**src/design/kms_pkg.sv**
```systemverilog
package kms_pkg;

  localparam int KEY_BITS  = 64;
  localparam int KIDX_W    = 6;
  localparam int KCNT_W    = 7;
  localparam int RC_W      = 3;
  localparam int CODE_W    = 6;
  localparam int GEOM_W    = 4;
  localparam int DELAY_W   = 16;
  localparam int CFG_IDX_W = 2;
  localparam int GHOST_MIN = 3;

  localparam logic [CFG_IDX_W-1:0] REG_NUM_ROWS     = 2'd0;
  localparam logic [CFG_IDX_W-1:0] REG_NUM_COLS     = 2'd1;
  localparam logic [CFG_IDX_W-1:0] REG_START_DELAY  = 2'd2;
  localparam logic [CFG_IDX_W-1:0] REG_INTERVAL     = 2'd3;

  localparam logic [GEOM_W-1:0]  RST_NUM_ROWS    = 4'd4;
  localparam logic [GEOM_W-1:0]  RST_NUM_COLS    = 4'd4;
  localparam logic [DELAY_W-1:0] RST_START_DELAY = 16'd100;
  localparam logic [DELAY_W-1:0] RST_INTERVAL    = 16'd20;

  typedef enum logic [2:0] {
    ST_IDLE,
    ST_DEB,
    ST_SCAN,
    ST_REP,
    ST_FLUSH
  } kms_state_t;

  typedef struct packed {
    logic              valid;
    logic              press;
    logic [CODE_W-1:0] code;
  } held_op_t;

  typedef struct packed {
    logic              emit;
    logic              nonempty;
    logic [CODE_W-1:0] newest;
  } held_stat_t;

endpackage

```
**src/design/kms_lane.sv**
```systemverilog
module kms_lane import kms_pkg::*; #(
  parameter int HISTORY_DEPTH = 4,
  parameter int SLOT_W        = 2
) (
  input  logic              clk,
  input  logic              rst_n,
  input  logic              wr_en,
  input  logic [SLOT_W-1:0] slot,
  input  logic              sample,
  input  logic              commit,
  output logic              fresh,
  output logic              changed
);

  logic [HISTORY_DEPTH-1:0] hist_r;
  logic                     deb_r;

  // A key turns on only when every sample shows it and off only when none do.
  assign fresh   = (deb_r | (&hist_r)) & (|hist_r);
  assign changed = fresh ^ deb_r;

  always_ff @(posedge clk) begin
    if (!rst_n) begin
      hist_r <= '0;
      deb_r  <= 1'b0;
    end else begin
      if (wr_en) begin
        for (int j = 0; j < HISTORY_DEPTH; j++) begin
          if (slot == SLOT_W'(j)) begin
            hist_r[j] <= sample;
          end
        end
      end
      if (commit) begin
        deb_r <= fresh;
      end
    end
  end

endmodule

```
**src/design/kms_held.sv**
```systemverilog
module kms_held import kms_pkg::*; #(
  parameter int MAX_HELD = 4,
  parameter int CNT_W    = 3
) (
  input  logic       clk,
  input  logic       rst_n,
  input  held_op_t   op,
  output held_stat_t stat
);

  logic [CODE_W-1:0] keys_r [MAX_HELD];
  logic [CNT_W-1:0]  count_r;

  logic [CODE_W-1:0] cand [MAX_HELD];
  logic [MAX_HELD-1:0] inuse;
  logic [CNT_W:0]    n_after;
  logic              full;
  logic              ghost;
  logic              has_row;
  logic              has_col;
  logic              found;
  logic [MAX_HELD-1:0] shift_at;
  logic [CODE_W-1:0] newest;

  assign full    = (count_r == CNT_W'(MAX_HELD));
  assign n_after = {1'b0, count_r} + 1'b1;

  always_comb begin
    for (int j = 0; j < MAX_HELD; j++) begin
      cand[j]  = (count_r == CNT_W'(j)) ? op.code : keys_r[j];
      inuse[j] = ((CNT_W+1)'(j) < n_after);
    end
  end

  // Ghost pattern: some held key shares a row with one held key and a
  // column with a held key (the two partners may differ).
  always_comb begin
    ghost = 1'b0;
    for (int a = 0; a < MAX_HELD; a++) begin
      has_row = 1'b0;
      has_col = 1'b0;
      for (int b = 0; b < MAX_HELD; b++) begin
        if (a != b && inuse[b]) begin
          if (cand[a][CODE_W-1:RC_W] == cand[b][CODE_W-1:RC_W]) has_row = 1'b1;
          if (cand[a][RC_W-1:0] == cand[b][RC_W-1:0]) has_col = 1'b1;
        end
      end
      if (inuse[a] && has_row && has_col) ghost = 1'b1;
    end
    if (n_after < (CNT_W+1)'(GHOST_MIN)) ghost = 1'b0;
  end

  // Release: every entry from the first match onward moves down by one.
  always_comb begin
    found = 1'b0;
    for (int j = 0; j < MAX_HELD; j++) begin
      if ((CNT_W'(j) < count_r) && keys_r[j] == op.code) found = 1'b1;
      shift_at[j] = found;
    end
  end

  always_comb begin
    newest = keys_r[0];
    for (int j = 0; j < MAX_HELD; j++) begin
      if (count_r == CNT_W'(j + 1)) newest = keys_r[j];
    end
  end

  assign stat.emit     = op.press ? (!full && !ghost) : found;
  assign stat.nonempty = (count_r != '0);
  assign stat.newest   = newest;

  always_ff @(posedge clk) begin
    if (op.valid && stat.emit) begin
      if (op.press) begin
        for (int j = 0; j < MAX_HELD; j++) begin
          if (count_r == CNT_W'(j)) keys_r[j] <= op.code;
        end
      end else begin
        for (int j = 0; j < MAX_HELD - 1; j++) begin
          if (shift_at[j]) keys_r[j] <= keys_r[j + 1];
        end
      end
    end
  end

  always_ff @(posedge clk) begin
    if (!rst_n) begin
      count_r <= '0;
    end else if (op.valid && stat.emit) begin
      if (op.press) begin
        count_r <= count_r + 1'b1;
      end else begin
        count_r <= count_r - 1'b1;
      end
    end
  end

endmodule

```
**src/design/keypad_matrix_scanner.sv**
```systemverilog
// Keypad matrix scanner with debounce, ghost-key rejection and auto-repeat.
// Input channel (in_valid/in_ready/in_raw_keys): one item per scan tick, the
// raw key bitmap with bit row*num_cols+col. Output channel (out_*): zero to
// nine key events per scan, in order, with out_last set on the final one.
// Configuration (cfg_we/cfg_index/cfg_wdata) is to be written by the user
// only while idle; the block does not enforce it. 0 num_rows, 1 num_cols,
// 2 repeat_start_delay, 3 repeat_interval. Each key has its own debounce
// lane; all lanes update together, then a walk visits one key per cycle,
// feeding changed keys to the held list, unless a stalled output holds it.
// An item occupies the block through DEB, SCAN (the key walk), REP and
// FLUSH; in_ready returns high when the last event of the scan sits in the
// output register. A stalled receiver holds the output register and, once
// the one-event pending stage is also full, freezes the key walk at the next
// key with an event until it drains. Reset (rst_n low, synchronous) clears
// history, debounced state, the held list and the configuration to its
// defaults; no sweep follows.
module keypad_matrix_scanner import kms_pkg::*; #(
  parameter int HISTORY_DEPTH = 4,
  parameter int MAX_HELD      = 4,
  parameter int MAX_ROWS      = 8,
  parameter int MAX_COLS      = 8
) (
  input  logic                 clk,
  input  logic                 rst_n,
  input  logic                 in_valid,
  output logic                 in_ready,
  input  logic [KEY_BITS-1:0]  in_raw_keys,
  output logic                 out_valid,
  input  logic                 out_ready,
  output logic [RC_W-1:0]      out_key_row,
  output logic [RC_W-1:0]      out_key_col,
  output logic                 out_released,
  output logic                 out_last,
  input  logic                 cfg_we,
  input  logic [CFG_IDX_W-1:0] cfg_index,
  input  logic [DELAY_W-1:0]   cfg_wdata
);

  localparam int SLOT_W = (HISTORY_DEPTH > 1) ? $clog2(HISTORY_DEPTH) : 1;
  localparam int CNT_W  = $clog2(MAX_HELD + 1);

  kms_state_t state_r, state_nxt;

  logic [GEOM_W-1:0]  num_rows_r, num_cols_r;
  logic [DELAY_W-1:0] start_delay_r, interval_r;
  logic [GEOM_W-1:0]  rows_eff, cols_eff;
  logic [KCNT_W-1:0]  nkeys;

  logic [SLOT_W-1:0]   slot_r;
  logic [KEY_BITS-1:0] mask;
  logic [KEY_BITS-1:0] fresh_w, chg_w;
  logic [KEY_BITS-1:0] fresh_r, changed_r;
  logic [KCNT_W-1:0]   idx_r;
  logic [RC_W-1:0]     row_r, col_r;
  logic [DELAY_W-1:0]  cd_r;

  logic            pend_v_r, pend_rel_r;
  logic [RC_W-1:0] pend_row_r, pend_col_r;
  logic            out_valid_r, out_rel_r, out_last_r;
  logic [RC_W-1:0] out_row_r, out_col_r;

  logic            in_fire, can_push, key_live, act, ev_here, rep_fire;
  logic            step, op_go, rep_go, flush_go, push;
  logic            new_ev, new_rel;
  logic [RC_W-1:0] new_row, new_col;
  held_op_t        op;
  held_stat_t      stat;

  always_comb begin
    if (num_rows_r == '0) rows_eff = GEOM_W'(1);
    else if (num_rows_r > GEOM_W'(MAX_ROWS)) rows_eff = GEOM_W'(MAX_ROWS);
    else rows_eff = num_rows_r;
    if (num_cols_r == '0) cols_eff = GEOM_W'(1);
    else if (num_cols_r > GEOM_W'(MAX_COLS)) cols_eff = GEOM_W'(MAX_COLS);
    else cols_eff = num_cols_r;
  end

  // Widen before multiplying so that an 8 by 8 matrix gives 64.
  assign nkeys = KCNT_W'(rows_eff) * KCNT_W'(cols_eff);

  always_comb begin
    for (int i = 0; i < KEY_BITS; i++) begin
      mask[i] = (KCNT_W'(i) < nkeys);
    end
  end

  assign in_fire  = in_valid && in_ready;
  assign can_push = !out_valid_r || out_ready;

  genvar g;
  generate
    for (g = 0; g < KEY_BITS; g++) begin : g_lane
      kms_lane #(
        .HISTORY_DEPTH(HISTORY_DEPTH),
        .SLOT_W(SLOT_W)
      ) u_lane (
        .clk(clk),
        .rst_n(rst_n),
        .wr_en(in_fire),
        .slot(slot_r),
        .sample(in_raw_keys[g] & mask[g]),
        .commit(state_r == ST_DEB),
        .fresh(fresh_w[g]),
        .changed(chg_w[g])
      );
    end
  endgenerate

  kms_held #(
    .MAX_HELD(MAX_HELD),
    .CNT_W(CNT_W)
  ) u_held (
    .clk(clk),
    .rst_n(rst_n),
    .op(op),
    .stat(stat)
  );

  assign key_live = (idx_r < nkeys);
  assign act      = key_live && changed_r[idx_r[KIDX_W-1:0]];
  assign rep_fire = stat.nonempty && (cd_r == '0);

  always_comb begin
    op.valid = op_go;
    op.press = fresh_r[idx_r[KIDX_W-1:0]];
    op.code  = {row_r, col_r};
  end

  always_comb begin
    state_nxt = state_r;
    case (state_r)
      ST_IDLE:  if (in_fire) state_nxt = ST_DEB;
      ST_DEB:   state_nxt = ST_SCAN;
      ST_SCAN:  if (!key_live) state_nxt = ST_REP;
      ST_REP:   if (rep_go) state_nxt = ST_FLUSH;
      ST_FLUSH: if (flush_go) state_nxt = ST_IDLE;
      default:  state_nxt = ST_IDLE;
    endcase
  end

  // A new event may only enter the pending stage if the item already there
  // can move into the output register in the same cycle.
  always_comb begin
    in_ready = 1'b0;
    ev_here  = 1'b0;
    step     = 1'b0;
    op_go    = 1'b0;
    rep_go   = 1'b0;
    flush_go = 1'b0;
    new_ev   = 1'b0;
    new_row  = row_r;
    new_col  = col_r;
    new_rel  = 1'b0;
    case (state_r)
      ST_IDLE: begin
        in_ready = 1'b1;
      end
      ST_SCAN: begin
        ev_here = act && stat.emit;
        if (key_live && !(ev_here && pend_v_r && !can_push)) step = 1'b1;
        op_go   = act && step;
        new_ev  = ev_here && step;
        new_rel = !op.press;
      end
      ST_REP: begin
        rep_go  = !(rep_fire && pend_v_r && !can_push);
        new_ev  = rep_fire && rep_go;
        new_row = stat.newest[CODE_W-1:RC_W];
        new_col = stat.newest[RC_W-1:0];
      end
      ST_FLUSH: begin
        flush_go = !pend_v_r || can_push;
      end
      default: begin
        in_ready = 1'b0;
      end
    endcase
  end

  assign push = pend_v_r && ((new_ev) || (state_r == ST_FLUSH && flush_go));

  always_ff @(posedge clk) begin
    if (!rst_n) begin
      state_r       <= ST_IDLE;
      num_rows_r    <= RST_NUM_ROWS;
      num_cols_r    <= RST_NUM_COLS;
      start_delay_r <= RST_START_DELAY;
      interval_r    <= RST_INTERVAL;
      slot_r        <= '0;
      idx_r         <= '0;
      row_r         <= '0;
      col_r         <= '0;
      cd_r          <= RST_START_DELAY;
      pend_v_r      <= 1'b0;
      out_valid_r   <= 1'b0;
    end else begin
      state_r <= state_nxt;
      if (cfg_we) begin
        case (cfg_index)
          REG_NUM_ROWS:    num_rows_r    <= cfg_wdata[GEOM_W-1:0];
          REG_NUM_COLS:    num_cols_r    <= cfg_wdata[GEOM_W-1:0];
          REG_START_DELAY: start_delay_r <= cfg_wdata;
          REG_INTERVAL:    interval_r    <= cfg_wdata;
          default:         interval_r    <= interval_r;
        endcase
      end
      if (in_fire) begin
        slot_r <= (slot_r == SLOT_W'(HISTORY_DEPTH - 1)) ? '0 : slot_r + 1'b1;
        idx_r  <= '0;
        row_r  <= '0;
        col_r  <= '0;
      end else if (step) begin
        idx_r <= idx_r + 1'b1;
        if ({1'b0, col_r} == cols_eff - 1'b1) begin
          col_r <= '0;
          row_r <= row_r + 1'b1;
        end else begin
          col_r <= col_r + 1'b1;
        end
      end
      if (op_go && op.press && stat.emit) begin
        cd_r <= start_delay_r;
      end else if (state_r == ST_REP && rep_go) begin
        if (!stat.nonempty) cd_r <= start_delay_r;
        else if (cd_r == '0) cd_r <= interval_r;
        else cd_r <= cd_r - 1'b1;
      end
      if (new_ev) begin
        pend_v_r <= 1'b1;
      end else if (push) begin
        pend_v_r <= 1'b0;
      end
      if (push) begin
        out_valid_r <= 1'b1;
      end else if (out_ready) begin
        out_valid_r <= 1'b0;
      end
    end
  end

  always_ff @(posedge clk) begin
    if (state_r == ST_DEB) begin
      fresh_r   <= fresh_w;
      changed_r <= chg_w;
    end
    if (new_ev) begin
      pend_row_r <= new_row;
      pend_col_r <= new_col;
      pend_rel_r <= new_rel;
    end
    if (push) begin
      out_row_r  <= pend_row_r;
      out_col_r  <= pend_col_r;
      out_rel_r  <= pend_rel_r;
      out_last_r <= (state_r == ST_FLUSH);
    end
  end

  assign out_valid    = out_valid_r;
  assign out_key_row  = out_row_r;
  assign out_key_col  = out_col_r;
  assign out_released = out_rel_r;
  assign out_last     = out_last_r;

endmodule

```
**config.mk**
```make
export PLATFORM = sky130hd
export DESIGN_NAME = keypad_matrix_scanner
export DESIGN_NICKNAME = d
export VERILOG_FILES = /design/src/design/kms_pkg.sv /design/src/design/kms_lane.sv /design/src/design/kms_held.sv /design/src/design/keypad_matrix_scanner.sv
export SDC_FILE = /design/constraint.sdc
export NUM_CORES = 1
export LEC_CHECK = 0
export ABC_AREA = 1
export BUFFER_PORTS_ARGS = -buffer_cell sky130_fd_sc_hd__buf_2
export CAP_MARGIN = 15
export CORE_ASPECT_RATIO = 1.2
export CORE_MARGIN = 2
export CORE_UTILIZATION = 60
export CTS_CLUSTER_SIZE = 12
export DETAILED_ROUTE_END_ITERATION = 10
export PLACE_DENSITY = 0.78
export SYNTH_ARGS = -nofsm -noshare
export SYNTH_HDL_FRONTEND = slang
export SYNTH_SLANG_ARGS = --single-unit
```
**constraint.sdc**
```tcl
create_clock -name clk -period 9.4 [get_ports clk]
set_clock_uncertainty 0.2 [all_clocks]
set_input_delay 1.41 -clock clk [delete_from_list [all_inputs] [get_ports clk]]
set_output_delay 1.41 -clock clk [all_outputs]
set_load 0.05 [all_outputs]
```
Word level (Yosys, flattened, before mapping) --
Memories as Yosys holds them, arrays and structs flattened. Cells that the tools add are included.
Word-level totals: register bits 542, bits of input ports 87, bits in writable memories 24, memories kept 1, logic and storage cells 1063
Cells by class: multiplexer cells 133, add/sub/neg operators 9, reductions and logical operators 193, multipliers 1, eq/ne operators 47, order comparisons 77, bitwise gates (word level) 260
Memories:
- u_held.keys_r | depth 4, width 6, read ports 4, clocked after memory_dff 0, write ports 3, RTL line kms_held.sv:11 | logic [CODE_W-1:0] keys_r [MAX_HELD];
Operators with widths (number):
- 4-bit AND reduction | 65
- 4-bit OR reduction | 64
- 6-bit by 7-bit less-than comparator with 1-bit output (first input constant) | 32
- 1-bit AND | 128
- 5-bit by 7-bit less-than comparator with 1-bit output (first input constant) | 16
- 1-bit two-way mux | 100
- 3-bit equality test | 24
- 1-bit bitwise OR | 67
- 6-bit two-way mux | 11
- 16-bit two-way mux | 4
- 1-bit XOR | 64
- 4-bit by 7-bit less-than comparator with 1-bit output (first input constant) | 8
- 1-bit logical AND | 31
- 3-bit by 7-bit less-than comparator with 1-bit output (first input constant) | 4
- 6-bit equality test | 4
- 3-bit two-way mux | 8
- 2-bit AND reduction | 9
- 16-bit zero test | 1
- 4-bit two-way mux | 4
- 16-bit by 1-bit subtractor with 16-bit output (second input constant) | 1
- 3-bit one-hot mux with 5 select lines | 1
- 1-bit by 7-bit less-than comparator with 1-bit output (first input constant) | 2
- 2-bit by 7-bit less-than comparator with 1-bit output (first input constant) | 2
- 1-bit binary-select mux with 6-bit select | 2
- 35 further kinds | 68

Depth between registers and ports, before layout --
depth in word-level cells 33, depth in mapped cells 29, gate-level depth less buffers 28

Cells and area by module --
A second synthesis with hierarchy kept.
Unflattened totals: cell total of the unflattened synthesis 4398, area total of the unflattened synthesis 30275.3 um^2
Modules (own cells, without submodules):
- kms_lane (g_lane[0].u_lane ...) | cells each 40, seq. area each 100.1 um^2, instances 63, area an instance 247.7 um^2
- keypad_matrix_scanner | cells each 1287, seq. area each 5815.6 um^2, instances 1, area an instance 10954.3 um^2
- kms_held | cells each 553, seq. area each 780.7 um^2, instances 1, area an instance 3465.8 um^2
- kms_lane (g_lane[26].u_lane) | cells each 38, seq. area each 100.1 um^2, instances 1, area an instance 247.7 um^2

Worst setup path after synthesis --
OpenSTA, ideal clock, no wires.
path kind flip-flop to flip-flop, start point reg state_r[0], end point reg changed_r[0], enable pin, cell stages (with the launch flop) 5, arrival 4589 ps, period minus slack after synthesis 5329 ps, data required time 8660 ps, path slack 4071 ps, cell sequence dfxtp_1 > inv_1 > nor3_1 > clkbuf_1 > clkbuf_1
On the way: word-level cells in the longest chain between the ends 1
Ends and longest elaborated chain:
- start: declaration | RTL line keypad_matrix_scanner.sv:42 | kms_state_t state_r, state_nxt;
- start signal: assignment | RTL line keypad_matrix_scanner.sv:197 | state_r <= state_nxt;
- 3-bit by 1-bit equality test with 1-bit output | RTL line keypad_matrix_scanner.sv:242 | if (state_r == ST_DEB) begin
- end signal: assignment | RTL line keypad_matrix_scanner.sv:244 | changed_r <= chg_w;
- end: declaration | RTL line keypad_matrix_scanner.sv:52 | logic [KEY_BITS-1:0] fresh_r, changed_r;
No other way between the ends. A chain may end at the register's enable or synchronous reset.

==> qor.csv <==
stage,metric,value,unit
sta,period_needed,6.25,ns
logic_synthesis,syn_nets,3356,
cells_and_area,nFillCells,3585,
hold_path,min_path_type,flip-flop to flip-flop,
logic_synthesis,yosysSeqAreaShare,49.5,%
logic_synthesis,ys_seq_elements,566,
cts,clock-sinks,566,
route,wl_per_cell,19.1,µm
logic_synthesis,netlist_area,26300,µm²
cts,hold_buffers,0,
logic_synthesis,avgSynthCellArea,8.12,µm²
cts,cts_setup_buffers,0,
place,dp_slack,3.14,ns
cells_and_area,fin_nets,3360,
route,dr.pass1.iters,5,
critical_path,cp-end-kind,flip-flop,
power_and_ir_drop,p_per_area,275,nW/µm²
place,placed_area,26800,µm²
floorplan,dieArea,45500,µm²
logic_synthesis,synthArstFlopShare,0,%
route,num_vias,23300,
grt,grt_max_degree,154,
route,ant_nets,0,
floorplan,core,43000,µm²
place,hpwl,47300,µm
floorplan,start_util,61.1,%
cts,cts_buffers,56,
critical_path,start_kind,flip-flop,
logic_synthesis,synth_area_leaders,"dfxtp_1 30%, edfxtp_1 19%, o21ai_0 8.9%",
route,wl,73100,µm
sta,fmax,160,MHz
logic_synthesis,synth_area_leader_cell,dfxtp_1,
cts,cts_root_buf,clkbuf_16,
route,viasPerCell,6.07,
power_and_ir_drop,peakVddDrop,0.168,mV
logic_synthesis,synth_edf_count,167,
sta,rsz0062_at_grt,false,
sta,fin_setup_tns,0,ns
sta,tightest_slew,1.26,ns
floorplan,ios,97,
cells_and_area,area_delta_synth_final,8.70,%
sta,setup_viol,0,
grt,grt_pass1_wl,116000,µm
logic_synthesis,synth-main-ff-cell,dfxtp_1,
logic_synthesis,netlist_instances,3234,
place,portBuffers,96,
cts,clk_latency,0.63,ns
cells_and_area,stdcell_area,28500,µm²
grt,antenna_found_initial,1,
power_and_ir_drop,p_total,7.84,mW
cells_and_area,n_antenna_cell,0,
place,gp_congestion,0.919,
sta,slew_viol_final,0,
critical_path,worstPathMaxFanout,33,
sta,fin_hold_ws,0.219,ns
power_and_ir_drop,power_leakage,11.8,nW
route,drt_iter0_markers,1958,
logic_synthesis,synth_top_area_share,30.4,%
critical_path,crit_type,flip-flop to flip-flop,
grt,grt_overflow,0,
cts,clkTransAtPathRegs,0.06,ns
floorplan,die_w,195,µm
cells_and_area,drive_gt1_share,7.13,%
grt,grt_pass1_vias,22400,
run_status,status,"finished, final reports clean",
logic_synthesis,yosysMostFrequentCell,nand2_1,
logic_synthesis,synth_warnings,0,
cells_and_area,final-instance-count-excl-fill,3834,
place,placedCellCount,3730,
cts,clockBufferDepth,3,
critical_path,cp_data_required_time,9.43,ns
cts,cts_resized,0,
sta,max_slew_margin,15.9,%
sta,fin_ws,3.15,ns
floorplan,num_rows,83,
flow_run,cap_violations,0,
cts,cts-htree-levels,2,
cells_and_area,fin_util,66.4,%
sta,post-route-period-util,66.5,%
critical_path,crit_arrival,6.28,ns
cts,cts_tree,done,
floorplan,die_h,233,µm
grt,grt_util_all_layers,32.0,%
logic_synthesis,synth.distinct_cells,53,
route,drc,0,
sta,timing_hold_violations_final,0,
logic_synthesis,synthTopCellsByCount,"519 x nand2_1, 465 x o21ai_0, 399 x dfxtp_1, 370 x nor2_1, 352 x a21oi_1",
[registers in the layout, indices dropped and copies added, names as in the netlist, 4 cells and up]
register and cells:
g_lane.u_lane.hist_r 256, changed_r 64, fresh_r 64, g_lane.u_lane.deb_r 64
u_held.keys_r 24, cd_r 16, interval_r 16, start_delay_r 16
idx_r 7, num_cols_r 4, num_rows_r 4
[worst paths after layout]
kind | slack, ns | start | to | cells after the start
max | 3.15 | num_rows_r[2] | u_held.keys_r[2][1] | 17
min | 0.22 | pend_col_r[0] | out_key_col[0] | 0
max reg2reg | 3.15 | num_rows_r[2] | u_held.keys_r[2][1] | 17
min reg2reg | 0.22 | pend_col_r[0] | out_key_col[0] | 0
[layout by cell type, fill, tap and decap left out, types with 3 or more instances in the layout]
master and instances:
inv_2 9, o211ai_1 48, ha_1 31, nor4_1 65
clkbuf_16 58, a31oi_1 8, fa_1 4, clkinv_2 6
edfxtp_1 167, nand2_2 6, nor2_4 8, nand4_1 25
a22o_1 3, o21ai_1 22, inv_1 233, xor2_1 18
nand3_1 108, buf_4 20, a21oi_1 352, nand2_1 519
nand3_2 3, o31ai_1 4, clkbuf_8 4, dfxtp_1 398
nor3_1 16, clkinv_1 6, o21ai_0 465, a22oi_1 5
a41oi_1 65, buf_2 95, clkbuf_1 32, nor3_2 3
nor2_1 366, xnor2_1 76, nand2_4 5
[report_power, final]
| part | internal (mW) | switching, mW |
|---|---|---|
| Clock | 1.17 | 0.940 |
| Combinational | 0.719 | 1.50 |
| Sequential | 3.16 | 0.339 |
[cells by family after synthesis]
group                    after synthesis  share of synthesized area, %
AND/OR/NAND/NOR                     1133                          18.3
AO/OA/AOI/OAI                        984                          20.5
flip-flops                           566                          49.5
buffers and inverters                422                          6.77
XOR/XNOR                              94                          3.13
adder cells (fa/ha/maj)               35                          1.78
[layer usage]
| layer | vias to the layer above | track usage, % | wire [µm] |
|---|---|---|---|
| met1 | 11000 | 38.1 | 28800 |
| met4 | 2 | 19.1 | 4320 |
| met3 | 211 | 4.65 | 4850 |
| li1 | 11100 | - | - |
| met2 | 924 | 55.2 | 35100 |
| met5 | - | 0 | 15 |
[layout make-up]
type / count / area (µm²) / area share [%]
clock inverter: 8 / 75.1 / 0.263
clock buffer: 94 / 1620 / 5.67
tap: 552 / 691 / 2.42
timing repair buffer: 118 / 694 / 2.43
inverter: 250 / 948 / 3.32
multi-input combinational: 2246 / 11500 / 40.3
sequential: 566 / 13000 / 45.6
[worst max-delay path, cell delays in order, from the launching register on]
cell and delay, ns:
dfxtp_1 0.33, o21ai_0 0.23, nand3_1 0.14, fa_1 0.56
inv_1 0.06, fa_1 0.53, fa_1 0.45, nand2_1 0.10
nand2_1 0.05, a21oi_1 0.14, xor2_1 0.34, ha_1 0.32
a31oi_1 0.19, o21a_1 0.15, nand2_1 0.13, nor3_2 0.35
nand4_4 0.55, o31ai_1 1.04
Note: power is estimated with default switching activity, not from simulation.
